<file path="src/sv/snn_pkg.sv">
// Shared types and constants for the spiking network tick engine.
// No dependencies; imported by snn_alu, spiking_network_tick_engine and the testbench.
package snn_pkg;

  localparam int NUM_REGS = 8;
  localparam int CFG_IDX_W = 3;
  localparam int CFG_DATA_W = 16;

  // Command codes.
  localparam logic [2:0] OP_LOAD_NEURON  = 3'd0;
  localparam logic [2:0] OP_LOAD_SYNAPSE = 3'd1;
  localparam logic [2:0] OP_FORCE        = 3'd2;
  localparam logic [2:0] OP_TICK         = 3'd3;
  localparam logic [2:0] OP_READ         = 3'd4;

  // Configuration register indexes.
  localparam logic [CFG_IDX_W-1:0] REG_RESET_POT = 3'd0;
  localparam logic [CFG_IDX_W-1:0] REG_REST_LOW  = 3'd1;
  localparam logic [CFG_IDX_W-1:0] REG_REST_HIGH = 3'd2;
  localparam logic [CFG_IDX_W-1:0] REG_FLOOR     = 3'd3;
  localparam logic [CFG_IDX_W-1:0] REG_CEILING   = 3'd4;
  localparam logic [CFG_IDX_W-1:0] REG_START_POT = 3'd5;
  localparam logic [CFG_IDX_W-1:0] REG_N_USE     = 3'd6;
  localparam logic [CFG_IDX_W-1:0] REG_S_USE     = 3'd7;

  localparam logic [15:0] RST_RESET_POT = 16'd20000;
  localparam logic [15:0] RST_REST_LOW  = 16'd27500;
  localparam logic [15:0] RST_REST_HIGH = 16'd28500;
  localparam logic [15:0] RST_FLOOR     = 16'd20000;
  localparam logic [15:0] RST_CEILING   = 16'd50000;
  localparam logic [15:0] RST_START_POT = 16'd28000;
  localparam logic [10:0] RST_N_USE     = 11'd1024;
  localparam logic [14:0] RST_S_USE     = 15'd0;

  // Membrane value after reset.
  localparam logic [15:0] MEMBRANE_INIT = 16'd28000;
  localparam logic [10:0] SPIKE_MAX     = 11'd2047;

  typedef struct packed {
    logic [2:0]         opcode;
    logic [9:0]         neuron_index;
    logic [13:0]        synapse_index;
    logic [15:0]        threshold;
    logic [9:0]         leak;
    logic [5:0]         refractory_steps;
    logic [9:0]         source_neuron;
    logic [9:0]         target_neuron;
    logic [7:0]         delay_steps;
    logic signed [15:0] weight;
  } in_item_t;

  typedef struct packed {
    logic [10:0] spike_count;
    logic [15:0] potential;
    logic        spiked;
    logic [5:0]  refractory_left;
  } out_item_t;

  // Per-neuron parameters (written by a neuron load only).
  typedef struct packed {
    logic [15:0] thr;
    logic [9:0]  leak;
    logic [5:0]  per;
  } par_t;

  // Per-neuron dynamic flags.
  typedef struct packed {
    logic [5:0] cnt;
    logic       fired;
    logic       forced;
  } nst_t;

  // Synapse entry, delay kept apart since its width is a parameter.
  typedef struct packed {
    logic [9:0]         src;
    logic [9:0]         tgt;
    logic signed [15:0] weight;
  } syn_t;

  // Request to the shared add-and-clamp unit.
  typedef struct packed {
    logic [15:0]        a;
    logic signed [16:0] b;
    logic [15:0]        lo;
    logic [15:0]        hi;
  } alu_req_t;

endpackage

</file>
<file path="src/sv/snn_alu.sv">
// Shared add-and-clamp unit: y = min(max(a + b, lo), hi), ceiling wins.
// Depends on snn_pkg (alu_req_t).
module snn_alu
  import snn_pkg::*;
(
  input  alu_req_t    req,
  output logic [15:0] y
);

  logic signed [17:0] sum;
  logic signed [17:0] raised;

  always_comb begin
    sum    = $signed({2'b00, req.a}) + 18'(req.b);
    raised = (sum < $signed({2'b00, req.lo})) ? $signed({2'b00, req.lo}) : sum;
    y      = (raised > $signed({2'b00, req.hi})) ? req.hi : raised[15:0];
  end

endmodule

</file>
<file path="config.mk">
export PLATFORM = sky130hd
export DESIGN_NAME = snn_alu
export DESIGN_NICKNAME = d
export VERILOG_FILES = /design/src/sv/snn_pkg.sv /design/src/sv/snn_alu.sv
export SDC_FILE = /design/constraint.sdc
export NUM_CORES = 1
export LEC_CHECK = 0
export ABC_AREA = 1
export BUFFER_PORTS_ARGS = -buffer_cell sky130_fd_sc_hd__buf_2
export CAP_MARGIN = 10
export CORE_MARGIN = 3
export CORE_UTILIZATION = 50
export DETAILED_ROUTE_END_ITERATION = 16
export PLACE_DENSITY_LB_ADDON = 0.05
export SLEW_MARGIN = 20
export SYNTH_ARGS = -nofsm -noshare
export SYNTH_HDL_FRONTEND = slang
export SYNTH_SLANG_ARGS = --single-unit
</file>
<file path="constraint.sdc">
create_clock -name vclk -period 4.9
set_input_delay 0 -clock vclk [all_inputs]
set_output_delay 0 -clock vclk [all_outputs]
set_load 0.01 [all_outputs]
</file>
# Word level (Yosys, flattened, before mapping)
# Index checks and enable logic that the tools add are counted.
[classes] n_mux=2 n_addsub=1 n_lt_le_gt_ge=2 div_mod_pow=0 bitwise=0 eq_ne=0 shift=0 n_reduce_logical=0 mul=0
[ops] cell="$add A17 B17 Y18" count=1
[ops] cell="$gt A18 B17 Y1" count=1
[ops] cell="$lt A18 B17 Y1" count=1
[ops] cell="$mux W18" count=1
[ops] cell="$mux W16" count=1
[word_totals] latchBits=0 reg_bits=0 input_bits=65 word_cells=5 ramBits=0 mem_count=0 rom_bits=0 out_inout_bits=16

# Longest topological paths before layout
[depth] ltp_word=5 ltp_mapped=43 mapped_depth_nobuf=41

# Worst setup path before layout
# Ideal clock, no wire load.
[synth_timing] kind="input to output" startpoint="input port req[32] (netlist bit)" endpoint="output port y[5]" arrival_time_ps=4483 path_stages=38 setup_slack_ps=417 path_buffers=3 required_time_ps=4900 cell_sequence="ha_1 -> fa_1 -> nand2_1 -> nand2_1 -> o21ai_2 -> inv_2 -> nand2_1 -> nand3_2 -> nand2_1 -> nand3_1 -> and2_1 -> ha_1 -> a21oi_1 -> o21ai_0 -> a31o_2 -> nor2_1 -> nand2_1 -> a21oi_1 -> [... 2 more ...] -> clkbuf_1 -> clkbuf_1 -> nand2_1 -> o21ai_1 -> ha_1 -> a21oi_1 -> o21a_1 -> nand2_1 -> nand2_1 -> nand2_1 -> nand2_1 -> nand2_1 -> nand2_1 -> nand2_4 -> nand2_4 -> buf_8 -> nand2_2 -> nand2_1"
[synth_between] elab_chain_len=5
[synth_rtl] element="start, declared" line_no="snn_alu.sv:6" source="input alu_req_t req,"
[synth_rtl] element="$add A17 B17 Y18 *" line_no="snn_alu.sv:14" source="sum = $signed({2'b00, req.a}) + 18'(req.b);"
[synth_rtl] element="$lt A18 B17 Y1" line_no="snn_alu.sv:15" source="raised = (sum < $signed({2'b00, req.lo})) ? $signed({2'b00, req.lo}) : sum;"
[synth_rtl] element="$mux W18 *" line_no="snn_alu.sv:15"
[synth_rtl] element="$gt A18 B17 Y1" line_no="snn_alu.sv:16" source="y = (raised > $signed({2'b00, req.hi})) ? req.hi : raised[15:0];"
[synth_rtl] element="$mux W16 *" line_no="snn_alu.sv:16"
[synth_rtl] element="end, declared" line_no="snn_alu.sv:7" source="output logic [15:0] y"
# Every way passes the cells marked *; elsewhere a longest branch is shown, timed or not.

# Final worst setup path
[layout_timing] startpoint="input port req[49] (netlist bit)" endpoint="output port y[5]"
# Same word-level chain as after synthesis.

==> results.toml <==
[run_status]
run_status = "finished clean"

[setup_path]
cp-endpoint = "y[5]"
critical_path.max_fanout = 7
startpoint_types = "input port"
wp_data_required_ns = 4.90
kind_of_capture_point_of_the_worst_setup_path = "primary output"
cp_slowest_stage_delay_ns = 0.36
startpoint_of_the_worst_setup_timing_path = "req[49]"
timing.setup.critical_path_class = "in2out"
cp_slowest_cell = "fa_2"
worst_path_most_repeated_cell = "nand2_1"
crit_arrival_ns = 4.71

[route]
wl_met1_mm = 2.65
via_per_inst = 5.30
met2_wirelength_mm = 3.26
drt_first_iter_violations = 117
average_wire_length_per_cell_after_detail_routing_um = 12.3
wirelength_mm = 6.32
detail_route.drc_violations = 0
ant_nets_after_route = 0
drt_first_pass_iters = 4
vias = 2717
wl_met3_um = 357
topRoutingLayerUsed = "met4"

[synth]
number_of_distinct_library_cell_variants_in_the_gate_level_netlist_after_synthesis = 34
yosys_warnings = 0
synthesized_netlist_net_count = 486
postSynthCellCount = 372
avgSynthCellArea_um2 = 5.78
synth-seq-area-share = 0
synth_area_um2 = 2150

[floorplan]
start_util = 0.526
die_h_um = 71.6
design.die.area_um2 = 5120
rows = 23
core_area_um2 = 4090
die_x_um = 71.6
top_level_ports = 81

[layout]
layout_commonest_cell = "nand2_1"
most-common-layout-cells = "nand2_1, buf_2, inv_1, ha_1, nand3_1"
final_layout_size_suffix_gt1_frac = 0.361
sequential_standard_cell_area_um2 = 0
seq_cells = 0
clock_buffers = 0
antenna_cells_inserted = 0
fin_nets = 579
nFillCells = 344
areaGrowthSynthToFinish_pct = 43.7

[power]
totalPowerFinal_mw = 0.806
vdd.ir_drop.worst_uv = 118
p_leak_nw = 1.77
powerDensity_nw_per_um2 = 261

[sta]
slew_headroom = 0.474
slew_at_the_pin_with_the_worst_max_slew_slack_ns = 0.785
worst_hold_slack_ns = 0.318
setup_viol_count_final = 0
unrepaired_setup_endpoints_after_global_routing = "yes"
achievable-frequency_ghz = 0.212
timing_max_transition_violations_final = 0
fin_ws_ns = 0.187
period_needed_ns = 4.71
finalHoldViolCount = 0
layout_worst_path_cycle_share = 0.962
final.setup.tns_ns = 0

[global_route]
global_route_wire_length_before_repair_mm = 9.27
antenna_found_initial = 0
grt_max_degree = 31
first_global_vias = 2198
grt.overflow.total = 0
gr-usage-all-layers = 0.209

[placement]
placement.io_buffers = 81
gp_routability_congestion = 0.964
detailedPlacementHpwl_mm = 4.78
place_ws_ns = 0.00682

[hold_path]
min-delay-path-class = "in2out"

[run]
cap_viol_max_count = 0
-- worst max-delay path, delay by kind of cell --
kind	cells	cell delay, ns
and+or+nand+nor	20	1.52
xor gates and xnor gates	1	0.21
buffers and inverters	6	0.75
AOI/OAI and AO/OA	7	0.70
adders and majority gates	5	1.51
-- report_power, final --
group	internal [mW]	switching (mW)	total (mW)
Sequential	0	0	0
Clock	0	0	0
Combinational	0.354	0.453	0.806
Total	0.354	0.453	0.806
-- Yosys cell counts --
master,number,area share
o21bai_1,2,0.0070
xnor2_1,2,0.0082
buf_8,1,0.0070
o21ai_0,17,0.040
nand2_2,13,0.038
nor2_1,17,0.030
a21boi_0,2,0.0070
buf_4,1,0.0035
nor2_2,2,0.0058
o211ai_1,1,0.0035
fa_1,1,0.0093
nand3_1,31,0.072
a211oi_1,1,0.0035
a31oi_1,1,0.0029
clkbuf_1,4,0.0070
clkinv_1,1,0.0017
ha_1,48,0.28
nor3_1,5,0.012
o21ai_1,5,0.012
a31o_2,1,0.0041
nand3_2,2,0.0093
and2_1,4,0.012
o21ai_2,2,0.0082
a21oi_1,23,0.054
xor2_1,8,0.033
inv_2,2,0.0035
a21o_1,2,0.0070
inv_1,55,0.096
nand3b_1,1,0.0035
nand2_4,2,0.010
o21a_1,3,0.010
nand2_1,108,0.19
nand4_1,3,0.0087
a21oi_2,1,0.0041
-- kinds of logic after synthesis --
group,Yosys count,share of synthesized area
AND/OR/NAND/NOR,188,0.389
buffers and inverters,64,0.119
AO/OA/AOI/OAI,61,0.162
adder cells (fa/ha/maj),49,0.289
XOR/XNOR,10,0.0407
-- worst min-delay path by stage --
stage	from	endpoint	slack (ns)	cells past startpoint
final	req[11]	y[11]	0.32	4
after detailed placement	req[12]	y[12]	0.33	4
after floorplan	req[11]	y[11]	0.14	2
after CTS	req[12]	y[12]	0.33	4
after global routing	req[12]	y[12]	0.34	4
after global placement	req[9]	y[9]	0.32	4
-- through the flow --
step | instances | cell area (µm²) | util
floorplan | 372 | 2150 | -
global placement | 500 | 2620 | 0.640
detailed placement | 500 | 2620 | 0.640
CTS | 500 | 2620 | 0.640
global route | 513 | 3090 | 0.756
finish | 513 | 3090 | 0.756
-- cell type report --
cell class	count	area, µm²	share of cell area
well taps	50	62.6	0.0203
multi-input cells	309	2190	0.710
inverters	58	220	0.0713
repair buffers	96	612	0.198
-- per-layer routing --
| metal | track usage | vias up |
|---|---|---|
| met5 | 0 | - |
| met4 | 0.00418 | 0 |
| met3 | 0.00421 | 6 |
| met2 | 0.376 | 87 |
| met1 | 0.293 | 1223 |
| li1 | - | 1401 |
-- what timing repair did --
action	in CTS	in global routing
buffers inserted	0	8
setup endpoints to repair	0	16
gates resized for setup	0	77
hold buffers	0	0
Power figures use the tool's default switching activity.
